--- src/hw/rtl/mbrtu_pkg.sv ---
// Shared types, codes and the CRC step for the Modbus RTU master engine.
package mbrtu_pkg;

  localparam int DEF_QUEUE_DEPTH = 8;
  localparam int FRAME_BYTES     = 8;
  localparam int OUTQ_DEPTH      = 16;
  localparam int MAX_RESULTS     = 9;

  localparam logic [15:0] CRC_PRESET  = 16'hFFFF;
  localparam logic [15:0] CRC_POLY    = 16'hA001;
  localparam logic [15:0] TIMER_MAX   = 16'hFFFF;
  localparam logic [15:0] TURN_RESET  = 16'd10;
  localparam logic [15:0] REPLY_RESET = 16'd50;
  localparam int          EXC_BIT     = 7;

  localparam logic [1:0] REQ_ENQ  = 2'd0;
  localparam logic [1:0] REQ_TICK = 2'd1;
  localparam logic [1:0] REQ_RX   = 2'd2;

  localparam logic [2:0] OUT_TX       = 3'd0;
  localparam logic [2:0] OUT_ACCEPT   = 3'd1;
  localparam logic [2:0] OUT_REJECT   = 3'd2;
  localparam logic [2:0] OUT_DONE_OK  = 3'd3;
  localparam logic [2:0] OUT_DONE_ERR = 3'd4;

  localparam logic [2:0] ERR_NONE      = 3'd0;
  localparam logic [2:0] ERR_CRC       = 3'd1;
  localparam logic [2:0] ERR_SLAVE     = 3'd2;
  localparam logic [2:0] ERR_EXCEPTION = 3'd3;
  localparam logic [2:0] ERR_TIMEOUT   = 3'd4;

  localparam logic [0:0] CFG_TURN  = 1'b0;
  localparam logic [0:0] CFG_REPLY = 1'b1;

  typedef enum logic [1:0] {ITEM_ENQ, ITEM_TICK, ITEM_RX} item_kind_t;

  typedef struct packed {
    item_kind_t  kind;
    logic [7:0]  slave;
    logic [7:0]  func;
    logic [15:0] reg_addr;
    logic [15:0] reg_value;
    logic [7:0]  rx_byte;
  } item_t;

  typedef struct packed {
    logic [7:0]  slave;
    logic [7:0]  func;
    logic [15:0] reg_addr;
    logic [15:0] reg_value;
  } cmd_t;

  typedef struct packed {
    logic [2:0]  kind;
    logic [7:0]  tx_byte;
    logic [15:0] read_value;
    logic [2:0]  error_code;
    logic [7:0]  done_slave;
  } result_t;

  typedef struct packed {
    result_t res;
    logic    last;
  } res_word_t;

  // One byte of CRC-16: the upper half is dropped before the byte is folded in.
  function automatic logic [15:0] crc_byte(input logic [15:0] c, input logic [7:0] b);
    logic [15:0] x;
    x = {8'h00, c[7:0] ^ b};
    for (int i = 0; i < 8; i++) begin
      x = x[0] ? ((x >> 1) ^ CRC_POLY) : (x >> 1);
    end
    return x;
  endfunction

endpackage

--- src/hw/rtl/mbrtu_front.sv ---
// Front end: accepts input items, classifies them and queues them for the engine.
module mbrtu_front (
  input  logic               clk,
  input  logic               rst_n,
  input  logic               push,
  output logic               full,
  input  logic [1:0]         in_req_type,
  input  logic [7:0]         in_slave_addr,
  input  logic [7:0]         in_func_code,
  input  logic [15:0]        in_reg_addr,
  input  logic [15:0]        in_reg_value,
  input  logic [7:0]         in_rx_byte,
  output logic               item_valid,
  output mbrtu_pkg::item_t   item,
  input  logic               item_take
);

  mbrtu_pkg::item_t q_r [2];
  logic       wr_ptr_r, wr_ptr_nxt;
  logic       rd_ptr_r, rd_ptr_nxt;
  logic [1:0] cnt_r, cnt_nxt;
  logic       keep;
  logic       wr;
  logic       rd;
  mbrtu_pkg::item_t cls;

  always_comb begin
    keep = 1'b1;
    cls.kind = mbrtu_pkg::ITEM_ENQ;
    case (in_req_type)
      mbrtu_pkg::REQ_ENQ:  cls.kind = mbrtu_pkg::ITEM_ENQ;
      mbrtu_pkg::REQ_TICK: cls.kind = mbrtu_pkg::ITEM_TICK;
      mbrtu_pkg::REQ_RX:   cls.kind = mbrtu_pkg::ITEM_RX;
      default:             keep = 1'b0; // unused request code: taken and dropped
    endcase
    cls.slave     = in_slave_addr;
    cls.func      = in_func_code;
    cls.reg_addr  = in_reg_addr;
    cls.reg_value = in_reg_value;
    cls.rx_byte   = in_rx_byte;
  end

  assign full       = (cnt_r == 2'd2);
  assign item_valid = (cnt_r != 2'd0);
  assign item       = q_r[rd_ptr_r];
  assign wr         = push && !full && keep;
  assign rd         = item_take && item_valid;

  always_comb begin
    wr_ptr_nxt = wr ? ~wr_ptr_r : wr_ptr_r;
    rd_ptr_nxt = rd ? ~rd_ptr_r : rd_ptr_r;
    cnt_nxt    = cnt_r + {1'b0, wr} - {1'b0, rd};
  end

  always_ff @(posedge clk) begin
    if (!rst_n) begin
      wr_ptr_r <= 1'b0;
      rd_ptr_r <= 1'b0;
      cnt_r    <= 2'd0;
    end else begin
      wr_ptr_r <= wr_ptr_nxt;
      rd_ptr_r <= rd_ptr_nxt;
      cnt_r    <= cnt_nxt;
    end
  end

  always_ff @(posedge clk) begin
    if (wr) begin
      q_r[wr_ptr_r] <= cls;
    end
  end

endmodule

--- src/hw/rtl/mbrtu_outq.sv ---
// Result queue between the engine and the result channel.
module mbrtu_outq (
  input  logic                   clk,
  input  logic                   rst_n,
  input  logic                   wr,
  input  mbrtu_pkg::res_word_t   wdata,
  input  logic                   pop,
  output logic                   empty,
  output mbrtu_pkg::res_word_t   rdata,
  output logic [$clog2(mbrtu_pkg::OUTQ_DEPTH+1)-1:0] count
);

  localparam int AW = $clog2(mbrtu_pkg::OUTQ_DEPTH);
  localparam int CW = $clog2(mbrtu_pkg::OUTQ_DEPTH + 1);

  mbrtu_pkg::res_word_t mem_r [mbrtu_pkg::OUTQ_DEPTH];
  logic [AW-1:0] wp_r, wp_nxt;
  logic [AW-1:0] rp_r, rp_nxt;
  logic [CW-1:0] cnt_r, cnt_nxt;
  logic          rd;

  assign empty = (cnt_r == '0);
  assign rdata = mem_r[rp_r];
  assign count = cnt_r;
  assign rd    = pop && !empty;

  always_comb begin
    wp_nxt  = wr ? wp_r + 1'b1 : wp_r;
    rp_nxt  = rd ? rp_r + 1'b1 : rp_r;
    cnt_nxt = cnt_r + CW'(wr) - CW'(rd);
  end

  always_ff @(posedge clk) begin
    if (!rst_n) begin
      wp_r  <= '0;
      rp_r  <= '0;
      cnt_r <= '0;
    end else begin
      wp_r  <= wp_nxt;
      rp_r  <= rp_nxt;
      cnt_r <= cnt_nxt;
    end
  end

  always_ff @(posedge clk) begin
    if (wr) begin
      mem_r[wp_r] <= wdata;
    end
  end

endmodule

--- src/hw/rtl/mbrtu_back.sv ---
// Back end: command ring, frame transmit with CRC, reply collection and checking.
module mbrtu_back #(
  parameter int QUEUE_DEPTH = mbrtu_pkg::DEF_QUEUE_DEPTH
) (
  input  logic                   clk,
  input  logic                   rst_n,
  input  logic [15:0]            turn_limit,
  input  logic [15:0]            reply_limit,
  input  logic                   item_valid,
  input  mbrtu_pkg::item_t       item,
  output logic                   item_take,
  input  logic [$clog2(mbrtu_pkg::OUTQ_DEPTH+1)-1:0] oq_count,
  output logic                   oq_wr,
  output mbrtu_pkg::res_word_t   oq_wdata
);

  localparam int PW = $clog2(QUEUE_DEPTH);
  localparam int CW = $clog2(QUEUE_DEPTH + 1);
  localparam int OCW = $clog2(mbrtu_pkg::OUTQ_DEPTH + 1);
  localparam logic [OCW-1:0] OQ_ROOM = OCW'(mbrtu_pkg::OUTQ_DEPTH - mbrtu_pkg::MAX_RESULTS);
  localparam logic [PW-1:0]  PTR_LAST = PW'(QUEUE_DEPTH - 1);
  localparam logic [CW-1:0]  CNT_FULL = CW'(QUEUE_DEPTH);
  localparam logic [3:0]     RBYTES = 4'(mbrtu_pkg::FRAME_BYTES);

  typedef enum logic [3:0] {
    S_IDLE, S_CHK, S_VERIFY, S_SENDCHK, S_LOAD, S_FCRC, S_TX, S_END
  } state_t;
  typedef enum logic [1:0] {M_IDLE, M_TURN, M_REPLY} mode_t;

  mbrtu_pkg::cmd_t mem_r [QUEUE_DEPTH];
  mbrtu_pkg::cmd_t rd_r;

  state_t           state_r, state_nxt;
  mode_t            mode_r, mode_nxt;
  logic [PW-1:0]    head_r, head_nxt;
  logic [PW-1:0]    tail_r, tail_nxt;
  logic [CW-1:0]    qcnt_r, qcnt_nxt;
  logic [15:0]      timer_r, timer_nxt;
  logic [3:0]       rcnt_r, rcnt_nxt;
  logic [7:0]       buf_r [8];
  logic [7:0]       buf_nxt [8];
  logic [QUEUE_DEPTH-1:0] retry_r, retry_nxt;
  logic [15:0]      crc_r, crc_nxt;
  logic [2:0]       idx_r, idx_nxt;
  logic [7:0]       frame_r [6];
  logic [7:0]       frame_nxt [6];
  logic             pend_v_r, pend_v_nxt;
  mbrtu_pkg::result_t pend_r, pend_nxt;

  logic             mem_we;
  logic             emit_v;
  mbrtu_pkg::result_t emit_res;
  logic             do_fail, do_ok, do_pop;
  logic [2:0]       fail_err;
  logic [15:0]      tinc;

  always_comb begin
    state_nxt  = state_r;
    mode_nxt   = mode_r;
    head_nxt   = head_r;
    tail_nxt   = tail_r;
    qcnt_nxt   = qcnt_r;
    timer_nxt  = timer_r;
    rcnt_nxt   = rcnt_r;
    buf_nxt    = buf_r;
    retry_nxt  = retry_r;
    crc_nxt    = crc_r;
    idx_nxt    = idx_r;
    frame_nxt  = frame_r;
    pend_v_nxt = pend_v_r;
    pend_nxt   = pend_r;
    mem_we     = 1'b0;
    item_take  = 1'b0;
    emit_v     = 1'b0;
    emit_res   = '0;
    do_fail    = 1'b0;
    do_ok      = 1'b0;
    do_pop     = 1'b0;
    fail_err   = mbrtu_pkg::ERR_NONE;
    tinc       = (timer_r != mbrtu_pkg::TIMER_MAX) ? timer_r + 16'd1 : timer_r;

    case (state_r)
      S_IDLE: begin
        // start only when the result queue can take a whole item's results
        if (item_valid && oq_count <= OQ_ROOM) begin
          item_take = 1'b1;
          state_nxt = S_SENDCHK;
          case (item.kind)
            mbrtu_pkg::ITEM_ENQ: begin
              emit_v = 1'b1;
              if (qcnt_r == CNT_FULL) begin
                emit_res.kind = mbrtu_pkg::OUT_REJECT;
              end else begin
                emit_res.kind     = mbrtu_pkg::OUT_ACCEPT;
                mem_we            = 1'b1;
                retry_nxt[head_r] = 1'b0;
                head_nxt          = (head_r == PTR_LAST) ? '0 : head_r + 1'b1;
                qcnt_nxt          = qcnt_r + 1'b1;
              end
            end
            mbrtu_pkg::ITEM_TICK: begin
              if (mode_r == M_TURN) begin
                timer_nxt = tinc;
                if (tinc > turn_limit) do_pop = 1'b1;
              end else if (mode_r == M_REPLY) begin
                timer_nxt = tinc;
                if (rcnt_r == 4'd0 && tinc > reply_limit) begin
                  do_fail  = 1'b1;
                  fail_err = mbrtu_pkg::ERR_TIMEOUT;
                end
              end
            end
            mbrtu_pkg::ITEM_RX: begin
              if (mode_r == M_REPLY && rcnt_r < RBYTES) begin
                buf_nxt[rcnt_r[2:0]] = item.rx_byte;
                rcnt_nxt = rcnt_r + 4'd1;
                if (rcnt_r == RBYTES - 4'd1) begin
                  state_nxt = S_CHK;
                  crc_nxt   = mbrtu_pkg::CRC_PRESET;
                  idx_nxt   = 3'd0;
                end
              end
            end
            default: ;
          endcase
        end
      end
      S_CHK: begin
        crc_nxt = mbrtu_pkg::crc_byte(crc_r, buf_r[idx_r]);
        idx_nxt = idx_r + 3'd1;
        if (idx_r == 3'd5) state_nxt = S_VERIFY;
      end
      S_VERIFY: begin
        state_nxt = S_SENDCHK;
        if (buf_r[6] != crc_r[7:0] || buf_r[7] != crc_r[15:8]) begin
          do_fail  = 1'b1;
          fail_err = mbrtu_pkg::ERR_CRC;
        end else if (buf_r[0] != rd_r.slave) begin
          do_fail  = 1'b1;
          fail_err = mbrtu_pkg::ERR_SLAVE;
        end else if (buf_r[1][mbrtu_pkg::EXC_BIT]) begin
          do_fail  = 1'b1;
          fail_err = mbrtu_pkg::ERR_EXCEPTION;
        end else begin
          do_ok = 1'b1;
        end
      end
      S_SENDCHK: begin
        state_nxt = (mode_r == M_IDLE && qcnt_r != '0) ? S_LOAD : S_END;
      end
      S_LOAD: begin
        frame_nxt[0] = rd_r.slave;
        frame_nxt[1] = rd_r.func;
        frame_nxt[2] = rd_r.reg_addr[15:8];
        frame_nxt[3] = rd_r.reg_addr[7:0];
        frame_nxt[4] = rd_r.reg_value[15:8];
        frame_nxt[5] = rd_r.reg_value[7:0];
        crc_nxt      = mbrtu_pkg::CRC_PRESET;
        idx_nxt      = 3'd0;
        timer_nxt    = 16'd0;
        rcnt_nxt     = 4'd0;
        mode_nxt     = (rd_r.slave == 8'd0) ? M_TURN : M_REPLY;
        state_nxt    = S_FCRC;
      end
      S_FCRC: begin
        crc_nxt = mbrtu_pkg::crc_byte(crc_r, frame_r[idx_r]);
        idx_nxt = idx_r + 3'd1;
        if (idx_r == 3'd5) begin
          idx_nxt   = 3'd0;
          state_nxt = S_TX;
        end
      end
      S_TX: begin
        emit_v        = 1'b1;
        emit_res.kind = mbrtu_pkg::OUT_TX;
        case (idx_r)
          3'd6:    emit_res.tx_byte = crc_r[7:0];
          3'd7:    emit_res.tx_byte = crc_r[15:8];
          default: emit_res.tx_byte = frame_r[idx_r];
        endcase
        idx_nxt = idx_r + 3'd1;
        if (idx_r == 3'd7) state_nxt = S_END;
      end
      S_END: begin
        pend_v_nxt = 1'b0;
        state_nxt  = S_IDLE;
      end
      default: state_nxt = S_IDLE;
    endcase

    // first error arms the retry, the second one completes the command
    if (do_fail) begin
      mode_nxt = M_IDLE;
      if (!retry_r[tail_r]) begin
        retry_nxt[tail_r] = 1'b1;
      end else begin
        emit_v              = 1'b1;
        emit_res.kind       = mbrtu_pkg::OUT_DONE_ERR;
        emit_res.error_code = fail_err;
        emit_res.done_slave = rd_r.slave;
        do_pop              = 1'b1;
      end
    end
    if (do_ok) begin
      emit_v              = 1'b1;
      emit_res.kind       = mbrtu_pkg::OUT_DONE_OK;
      emit_res.read_value = {buf_r[3], buf_r[4]};
      emit_res.done_slave = rd_r.slave;
      do_pop              = 1'b1;
    end
    if (do_pop) begin
      mode_nxt = M_IDLE;
      if (qcnt_r != '0) begin
        tail_nxt = (tail_r == PTR_LAST) ? '0 : tail_r + 1'b1;
        qcnt_nxt = qcnt_r - 1'b1;
      end
    end

    // one result is held back so the final one of the item can carry last
    if (emit_v) begin
      pend_v_nxt = 1'b1;
      pend_nxt   = emit_res;
    end
    oq_wr          = pend_v_r && (emit_v || state_r == S_END);
    oq_wdata.res   = pend_r;
    oq_wdata.last  = (state_r == S_END);
  end

  always_ff @(posedge clk) begin
    if (!rst_n) begin
      state_r  <= S_IDLE;
      mode_r   <= M_IDLE;
      head_r   <= '0;
      tail_r   <= '0;
      qcnt_r   <= '0;
      timer_r  <= 16'd0;
      rcnt_r   <= 4'd0;
      idx_r    <= 3'd0;
      pend_v_r <= 1'b0;
    end else begin
      state_r  <= state_nxt;
      mode_r   <= mode_nxt;
      head_r   <= head_nxt;
      tail_r   <= tail_nxt;
      qcnt_r   <= qcnt_nxt;
      timer_r  <= timer_nxt;
      rcnt_r   <= rcnt_nxt;
      idx_r    <= idx_nxt;
      pend_v_r <= pend_v_nxt;
    end
    buf_r   <= buf_nxt;
    retry_r <= retry_nxt;
    crc_r   <= crc_nxt;
    frame_r <= frame_nxt;
    pend_r  <= pend_nxt;
  end

  // command ring: written at the head, tail entry read through the rd_r register
  always_ff @(posedge clk) begin
    if (mem_we) begin
      mem_r[head_r] <= '{slave: item.slave, func: item.func,
                         reg_addr: item.reg_addr, reg_value: item.reg_value};
    end
    rd_r <= mem_r[tail_r];
  end

endmodule

--- src/hw/rtl/modbus_rtu_master_transaction_engine_unit.sv ---
// Modbus RTU master: top level with configuration registers.
// Input channel: push/full with in_req_type and the command or byte fields.
//   Enqueue items add a command to the ring, tick items advance the wait
//   timer, received-byte items fill the reply buffer.
// Result channel: empty/pop; each item yields zero to nine results, the last
//   of them flagged by out_last. A two-item input queue and a sixteen-entry
//   result queue decouple the engine from both sides.
// Engine steps per item: a frame that goes out is first run through a
//   byte-wise CRC over its six bytes and then transmitted byte by byte, and
//   a full reply is checked by a CRC over its first six bytes.
//   The engine takes one item at a time; an item waits until the result
//   queue has room for nine results.
// Stalling the result side fills the result queue, then the input queue,
//   then raises full; nothing is lost.
// Reset (rst_n low, synchronous) empties the command ring and both queues,
//   sets the link idle and loads turnaround 10 and reply limit 50 ticks.
// Configuration: APB-style writes at 0 (turnaround) and 4 (reply limit),
//   made while the block is idle.
module modbus_rtu_master_transaction_engine_unit #(
  parameter int QUEUE_DEPTH = mbrtu_pkg::DEF_QUEUE_DEPTH
) (
  input  logic        clk,
  input  logic        rst_n,
  input  logic        push,
  output logic        full,
  input  logic [1:0]  in_req_type,
  input  logic [7:0]  in_slave_addr,
  input  logic [7:0]  in_func_code,
  input  logic [15:0] in_reg_addr,
  input  logic [15:0] in_reg_value,
  input  logic [7:0]  in_rx_byte,
  output logic        empty,
  input  logic        pop,
  output logic [2:0]  out_kind,
  output logic [7:0]  out_tx_byte,
  output logic [15:0] out_read_value,
  output logic [2:0]  out_error_code,
  output logic [7:0]  out_done_slave,
  output logic        out_last,
  input  logic        psel,
  input  logic        penable,
  input  logic        pwrite,
  input  logic [2:0]  paddr,
  input  logic [31:0] pwdata,
  output logic [31:0] prdata,
  output logic        pready
);

  logic [15:0] turn_r;
  logic [15:0] reply_r;
  logic        cfg_we;

  logic                 item_valid;
  mbrtu_pkg::item_t     item;
  logic                 item_take;
  logic                 oq_wr;
  mbrtu_pkg::res_word_t oq_wdata;
  mbrtu_pkg::res_word_t oq_rdata;
  logic [$clog2(mbrtu_pkg::OUTQ_DEPTH+1)-1:0] oq_count;

  assign pready = 1'b1;
  assign cfg_we = psel && penable && pwrite;
  assign prdata = (paddr[2] == mbrtu_pkg::CFG_REPLY) ? {16'd0, reply_r} : {16'd0, turn_r};

  always_ff @(posedge clk) begin
    if (!rst_n) begin
      turn_r  <= mbrtu_pkg::TURN_RESET;
      reply_r <= mbrtu_pkg::REPLY_RESET;
    end else if (cfg_we) begin
      if (paddr[2] == mbrtu_pkg::CFG_REPLY) reply_r <= pwdata[15:0];
      else                                  turn_r  <= pwdata[15:0];
    end
  end

  mbrtu_front u_front (
    .clk, .rst_n, .push, .full,
    .in_req_type, .in_slave_addr, .in_func_code,
    .in_reg_addr, .in_reg_value, .in_rx_byte,
    .item_valid, .item, .item_take
  );

  mbrtu_back #(.QUEUE_DEPTH(QUEUE_DEPTH)) u_back (
    .clk, .rst_n,
    .turn_limit(turn_r), .reply_limit(reply_r),
    .item_valid, .item, .item_take,
    .oq_count, .oq_wr, .oq_wdata
  );

  mbrtu_outq u_outq (
    .clk, .rst_n,
    .wr(oq_wr), .wdata(oq_wdata), .pop, .empty,
    .rdata(oq_rdata), .count(oq_count)
  );

  assign out_kind       = oq_rdata.res.kind;
  assign out_tx_byte    = oq_rdata.res.tx_byte;
  assign out_read_value = oq_rdata.res.read_value;
  assign out_error_code = oq_rdata.res.error_code;
  assign out_done_slave = oq_rdata.res.done_slave;
  assign out_last       = oq_rdata.last;

endmodule

--- config.mk ---
export PLATFORM = sky130hd
export DESIGN_NAME = modbus_rtu_master_transaction_engine_unit
export DESIGN_NICKNAME = d
export VERILOG_FILES = /design/src/hw/rtl/mbrtu_pkg.sv /design/src/hw/rtl/mbrtu_front.sv /design/src/hw/rtl/mbrtu_outq.sv /design/src/hw/rtl/mbrtu_back.sv /design/src/hw/rtl/modbus_rtu_master_transaction_engine_unit.sv
export SDC_FILE = /design/constraint.sdc
export NUM_CORES = 1
export LEC_CHECK = 0
export BUFFER_PORTS_ARGS = -buffer_cell sky130_fd_sc_hd__buf_4
export CORE_AREA = 2 2 286 570
export DETAILED_ROUTE_END_ITERATION = 7
export DIE_AREA = 0 0 288 572
export PLACE_DENSITY = 0.49
export SLEW_MARGIN = 0
export SYNTH_ARGS = -nofsm -noshare
export SYNTH_HDL_FRONTEND = slang
export SYNTH_SLANG_ARGS = --single-unit
--- constraint.sdc ---
create_clock -name clk -period 14.38 [get_ports clk]
set_input_delay 1.438 -clock clk [delete_from_list [all_inputs] [get_ports clk]]
set_output_delay 1.438 -clock clk [all_outputs]
set_load 0.01 [all_outputs]
# Word level (Yosys, flattened, before mapping)
# Memories as Yosys holds them, arrays and structs flattened. A register that Yosys moved wholly into a read port is not among the register bits.
# Cells that the tools add are included.
# Widths: inputs -> output; s select.
[totals]
inputBits = 100
register_bits = 263
n_memories = 3
output_inout_bits = 74
ram_bits = 1124
word_cells = 315
[op_classes]
n_reduce_logical = 45
n_lt_le_gt_ge = 11
n_eq_ne = 34
n_addsub = 13
bitwise = 28
mux = 143
[memory_table]
columns = ["name", "words", "width", "rd", "rd_ports_with_merged_regs", "write_ports", "line_no", "text"]
rows = [
  ["u_outq.mem_r", 16, 39, 1, 1, 1, "mbrtu_outq.sv:16", "mbrtu_pkg::res_word_t mem_r [mbrtu_pkg::OUTQ_DEPTH];"],
  ["u_back.mem_r", 8, 48, 1, 1, 1, "mbrtu_back.sv:30", "mbrtu_pkg::cmd_t mem_r [QUEUE_DEPTH];"],
  ["u_front.q_r", 2, 58, 1, 1, 1, "mbrtu_front.sv:18", "mbrtu_pkg::item_t q_r [2];"],
]
[op_table]
columns = ["operator", "n"]
rows = [
  ["$mux 16", 26],
  ["$mux 8", 14],
  ["$mux 4", 17],
  ["$bwmux 64", 1],
  ["$pmux 16 s4", 1],
  ["$mux 3", 19],
  ["$bmux 8 s3", 2],
  ["$mux 1", 45],
  ["$not 2->3", 14],
  ["$gt 16x16->1", 2],
  ["$pmux 16 s2", 1],
  ["$pmux 4 s7", 1],
  ["$demux 8 s3", 1],
  ["$ne 8x8->1", 3],
  ["$eq 4x3->1 const B", 5],
  ["$reduce_and 4->1", 5],
  ["$add 16x1->16 const B", 1],
  ["$add 4x1->4 const B", 4],
  ["$ne 16x16->1 const B", 1],
  ["$pmux 8 s2", 1],
  ["$xor 8x8->8", 2],
  ["$eq 3x3->1 const B", 5],
  ["$logic_and 1x1->1", 14],
  ["$ne 2x1->1 const B", 6],
  ["other kinds (45)", 83],
]

# Logic depth before layout (Yosys ltp)
[depth]
word_depth = 22
depth_mapped = 23
depth_no_buf = 22

# Modules after synthesis
# A second synthesis with hierarchy kept.
[unflattened]
cells_unflattened = 3014
hier_area_um2 = 56120.1
[modules_own_cells]
columns = ["mod", "seq_area_each_um2", "cells_per_inst", "area_per_inst_um2", "instances"]
rows = [
  ["mbrtu_back", 18267.5, 1586, 25819.8, 1],
  ["mbrtu_outq", 19078.3, 1055, 24232.0, 1],
  ["mbrtu_front", 3583.4, 209, 4438.0, 1],
  ["modbus_rtu_master_transaction_engine_unit", 640.6, 164, 1630.3, 1],
]

# Least setup slack after synthesis
# No wires, ideal clock.
[synth_path]
path_kind = "register to register"
start = "reg u_outq.cnt_r[3] (netlist: u_outq.count[3])"
end = "mem u_back.mem_r[0][0] in the netlist's numbering, enable pin"
path_buffers = 0
path_stages_with_launch = 9
arrival_ns = 6.244
setup_slack_ns = 7.560
setup_ns = 0.576
t_required_ns = 13.804
synth_period_minus_slack_ns = 6.820
path_cell_list = "dfxtp_1 inv_1 ha_1 and4b_1 a21oi_1 nor3_2 o21a_1 o21ai_1 nor4_1"
[synth_between]
elab_chain_len = 6
[synth_lines]
columns = ["element", "line_no", "text"]
rows = [
  ["from (decl)", "mbrtu_outq.sv:19", "logic [CW-1:0] cnt_r, cnt_nxt;"],
  ["from (signal assigned)", "mbrtu_outq.sv:41", "cnt_r <= cnt_nxt;"],
  ["$le 5x3->1", "mbrtu_back.sv:85", "if (item_valid && oq_count <= OQ_ROOM) begin"],
  ["$logic_and 1x1->1", "mbrtu_back.sv:85", ""],
  ["$mux 1", "mbrtu_back.sv:85", ""],
  ["$mux 1", "mbrtu_back.sv:82", "case (state_r)"],
  ["$mux 1", "mbrtu_back.sv:260", "if (mem_we) begin"],
  ["$mux 1 (not written as such)", "mbrtu_back.sv:261", "mem_r[head_r] <= '{slave: item.slave, func: item.func,"],
  ["to (decl)", "mbrtu_back.sv:30", ""],
]
# No other way between the ends.

# Worst setup path in the final report
[layout_path]
start = "reg u_back.timer_r[0]"
end = "reg u_outq.cnt_r[4] (netlist: u_outq.count[4])"
[layout_between]
elab_chain_len = 16
word_cells_on_any_way = 17
classes_between = "3 x add/sub; 1 x order compare; 1 x eq/ne; 9 x mux; 3 x reduce/logical"
[layout_lines]
columns = ["element", "line_no", "text"]
rows = [
  ["from (decl)", "mbrtu_back.sv:38", "logic [15:0] timer_r, timer_nxt;"],
  ["from (signal assigned)", "mbrtu_back.sv:246", "timer_r <= timer_nxt;"],
  ["$add 16x1->16 / $ne 16x16->1 (equally long branches)", "mbrtu_back.sv:80", "tinc = (timer_r != mbrtu_pkg::TIMER_MAX) ? timer_r + 16'd1 : timer_r;"],
  ["$mux 16 (*)", "mbrtu_back.sv:80", ""],
  ["$gt 16x16->1 (*)", "mbrtu_back.sv:107", "if (rcnt_r == 4'd0 && tinc > reply_limit) begin"],
  ["$logic_and 1x1->1 (*)", "mbrtu_back.sv:107", ""],
  ["$mux 1 (*)", "mbrtu_back.sv:107", ""],
  ["$mux 1 (*)", "mbrtu_back.sv:105", "end else if (mode_r == M_REPLY) begin"],
  ["$mux 1 (*)", "mbrtu_back.sv:102", "if (mode_r == M_TURN) begin"],
  ["$mux 1 (*)", "mbrtu_back.sv:88", "case (item.kind)"],
  ["$mux 1 (*)", "mbrtu_back.sv:85", ""],
  ["$pmux 1 s2 (*)", "mbrtu_back.sv:82", ""],
  ["$mux 1 (*)", "mbrtu_back.sv:192", "if (do_fail) begin"],
  ["$mux 1 (*)", "mbrtu_back.sv:204", "if (do_ok) begin"],
  ["$logic_or 1x1->1 (*)", "mbrtu_back.sv:224", "oq_wr = pend_v_r && (emit_v || state_r == S_END);"],
  ["$logic_and 1x1->1 (*)", "mbrtu_back.sv:224", ""],
  ["$add 5x1->5 (*)", "mbrtu_outq.sv:30", "cnt_nxt = cnt_r + CW'(wr) - CW'(rd);"],
  ["$sub 5x1->5 (*)", "mbrtu_outq.sv:30", ""],
]
# Mark *: on every way between the ends. The rest lies on a longest branch, timed or not.
# A chain may end at the register's enable or synchronous reset.

==> flow_summary.json <==
{
  "status": "complete, no violations",
  "finalHoldViolations": 0,
  "core-area_um2": 160000,
  "die_w_um": 288,
  "vias": 27200,
  "arrival_ns": 7.12,
  "fin_crit_sh_pct": 44.6,
  "drcViolationCount": 0,
  "end_kind": "flip-flop",
  "ys_seq_area_share_pct": 74.4,
  "drive_gt1_share_pct": 24.5,
  "clk_latency_ns": 0.77,
  "grt_pass1_vias": 29500,
  "maxSlewHeadroom_pct": 18.0,
  "synth_commonest_cells": "edfxtp_1 (1285), mux4_2 (310), nand2_1 (284), dfxtp_1 (149), nor2_1 (89)",
  "multi_input_area_um2": 13500,
  "antenna_found_initial": 3,
  "vdd_drop_max_v": 0.000124,
  "cts-root-buf": "clkbuf_16",
  "synth_top_cell_by_area": "edfxtp_1",
  "ctsLongestPathBuffers": 4,
  "pwr-share-clk_pct": 34.1,
  "hpwl_mm": 79.2,
  "max_freq_mhz": 156,
  "clk_pin_slew_ns": 0.07,
  "cp_data_required_time_ns": 15.08,
  "place_ws_ns": 7.93,
  "maxCapViolations": 0,
  "die_h_um": 572,
  "synth.most_common_cell": "edfxtp_1",
  "fillers": 14500,
  "power_frac_seq_pct": 49.9,
  "synth_edf_count": 1285,
  "wire_per_inst_um": 25.0,
  "regArea_um2": 41600,
  "p_sw_w": 0.00265,
  "fin_skew_ns": 0.0480,
  "ys_ff_latch": 1434,
  "synth.distinct_cells": 66,
  "start_util_pct": 34.8,
  "holdBufCountCts": 0,
  "synth_area_um2": 55800,
  "grt_max_degree": 106,
  "drt_iter0_drc": 1944,
  "port_buffers": 138,
  "syn_area_per_cell_um2": 18.8,
  "leakage_nw": 20.3,
  "overflow": 0,
  "grt_usage_pct": 16.3,
  "synth_area_leaders": "edfxtp_1 (69%), mux4_2 (13%), dfxtp_1 (5.3%)",
  "period_needed_ns": 6.42,
  "gp_congestion": 0.830,
  "htree_levels": 4,
  "nNetsFinal": 3315,
  "p_int_w": 0.00781,
  "row_count": 208,
  "start_kind": "flip-flop",
  "drt-total-wl_mm": 134,
  "fin_setup_tns_ns": 0,
  "ios": 174,
  "slew_viol_final": 0,
  "clkSinkCount": 1434,
  "synth_cells": 2975,
  "areaGrowthSynthToFinish_pct": 14.1,
  "die_area_um2": 165000,
  "viasPerCell": 5.08,
  "yosysTopAreaCellShare_pct": 69.1,
  "tightest_slew_ns": 1.21,
  "ctsResizeCount": 0,
  "cts_setup_buffers": 0,
  "first_pass_iters": 7,
  "finalWorstSetupSlack_ns": 7.96,
  "cts_tree": "built",
  "critPathKind": "reg2reg",
  "rsz0062_at_grt": "false",
  "crit_fanout": 21,
  "switching_share_pct": 25.3,
  "hold_ws_ns": 0.397,
  "async_flop_share_pct": 0,
  "synth-main-ff-cell": "edfxtp_1",
  "grt_first_pass_wirelength_mm": 196,
  "power_density_nw_per_um2": 164,
  "pwr-share-comb_pct": 16.0,
  "hold_class": "reg2reg",
  "setup_viol": 0,
  "ant_nets": 0,
  "numCtsBuffers": 138,
  "ys_warn_count": 0
}
[flip-flops by register name (all words and copies together), names as in the netlist, 5 cells and up, named ones only]
signal / cells
u_back.rd_r: 48
u_back.mem_r: 384
u_back.oq_wdata: 38
u_outq.count: 5
turn_r: 16
u_back.retry_r: 8
u_back.frame_r: 48
u_back.timer_r: 16
u_back.crc_r: 11
u_front.q_r: 116
reply_r: 16
u_back.buf_r: 64
u_outq.mem_r: 624
[path summary, 6_finish.rpt]
| check | depth (start not counted) | start | slack, ns | end |
|---|---|---|---|---|
| hold / removal | 0 | u_back.rd_r[26]$_DFF_P_ | 0.40 | u_back.frame_r[26]$_DFFE_PP_ |
| hold reg to reg | 0 | u_back.rd_r[26]$_DFF_P_ | 0.40 | u_back.frame_r[26]$_DFFE_PP_ |
| setup reg to reg | 21 | u_back.timer_r[0]$_SDFFE_PN0P_ | 7.96 | u_outq.count[4]$_SDFF_PN0_ |
| setup / recovery | 21 | u_back.timer_r[0]$_SDFFE_PN0P_ | 7.96 | u_outq.count[4]$_SDFF_PN0_ |
[power groups by stage]
stage / combinational [W] / sequential [W] / clock (W)
CTS: 0.00172 / 0.00523 / 0.00367
floorplan: 0.00126 / 0.00517 / 0
finish: 0.00167 / 0.00522 / 0.00356
global placement: 0.00168 / 0.00530 / 0
global route: 0.00182 / 0.00526 / 0.00381
detailed placement: 0.00172 / 0.00532 / 0
[final cells by class]
class / instances / area share, %
Tap cell: 2100 / 4.12
Antenna cell: 2 / 0.00785
Clock buffer: 162 / 5.67
Timing Repair Buffer: 173 / 2.06
Inverter: 73 / 0.432
Sequential cell: 1434 / 65.3
Multi-Input combinational cell: 1333 / 21.3
Clock inverter: 76 / 1.16
[layer usage]
metal	wire (um)	up-vias	global-route usage [%]
li1	-	12000	-
met1	48800	14300	17.7
met2	75400	603	31.5
met3	4000	252	1.93
met4	5670	2	6.72
met5	15	-	0
[placed cells by master (no fill, tap or decap), types with 19 or more instances in the layout]
cell type     n
a21oi_1      81
and2_1       30
buf_4       172
clkbuf_1     19
clkbuf_16   140
clkinv_1     24
clkinv_2     22
dfxtp_1     140
edfxtp_1   1285
ha_1         61
inv_1        69
mux2_2       68
mux2i_1      21
mux4_2      310
nand2_1     284
nand3_1      26
nor2_1       86
nor3_1       19
o21ai_0      50
xnor2_1      46
xor2_1       19
[critical path: stages, from the launching register on]
cell and delay, ns:
dfxtp_1 0.41, ha_1 0.21, nand2_1 0.16, nor4_1 0.54
nand3_1 0.44, nand2_1 0.22, nor2_1 0.07, xor2_1 0.31
ha_1 0.32, nand4_1 0.18, nor3_1 0.07, a221oi_1 0.57
a311o_1 0.42, inv_1 0.09, o31ai_1 0.44, inv_1 0.42
ha_1 0.38, fa_1 0.44, a21oi_1 0.17, nor2_1 0.06
or3_1 0.30, a21oi_1 0.13
[cell families after synthesis]
family,synth area share (%)
other,0.0134
flip-flops,74.4
adder cells (fa/ha/maj),1.40
buffers and inverters,1.66
XOR/XNOR,1.19
AND/OR/NAND/NOR,4.62
AO/OA/AOI/OAI,2.43
multiplexers,14.2
[through the flow]
stage / util, % / power (W) / cell area, um2 / std cells
after floorplan: - / 0.00643 / 55900 / 2990
after global placement: 37.0 / 0.00698 / 59400 / 5113
after detailed placement: 37.0 / 0.00704 / 59400 / 5113
after CTS: 39.7 / 0.0106 / 63700 / 5351
after global routing: 39.7 / 0.0109 / 63700 / 5352
final: 39.7 / 0.0105 / 63700 / 5353
Power figures use the tool's default switching activity.
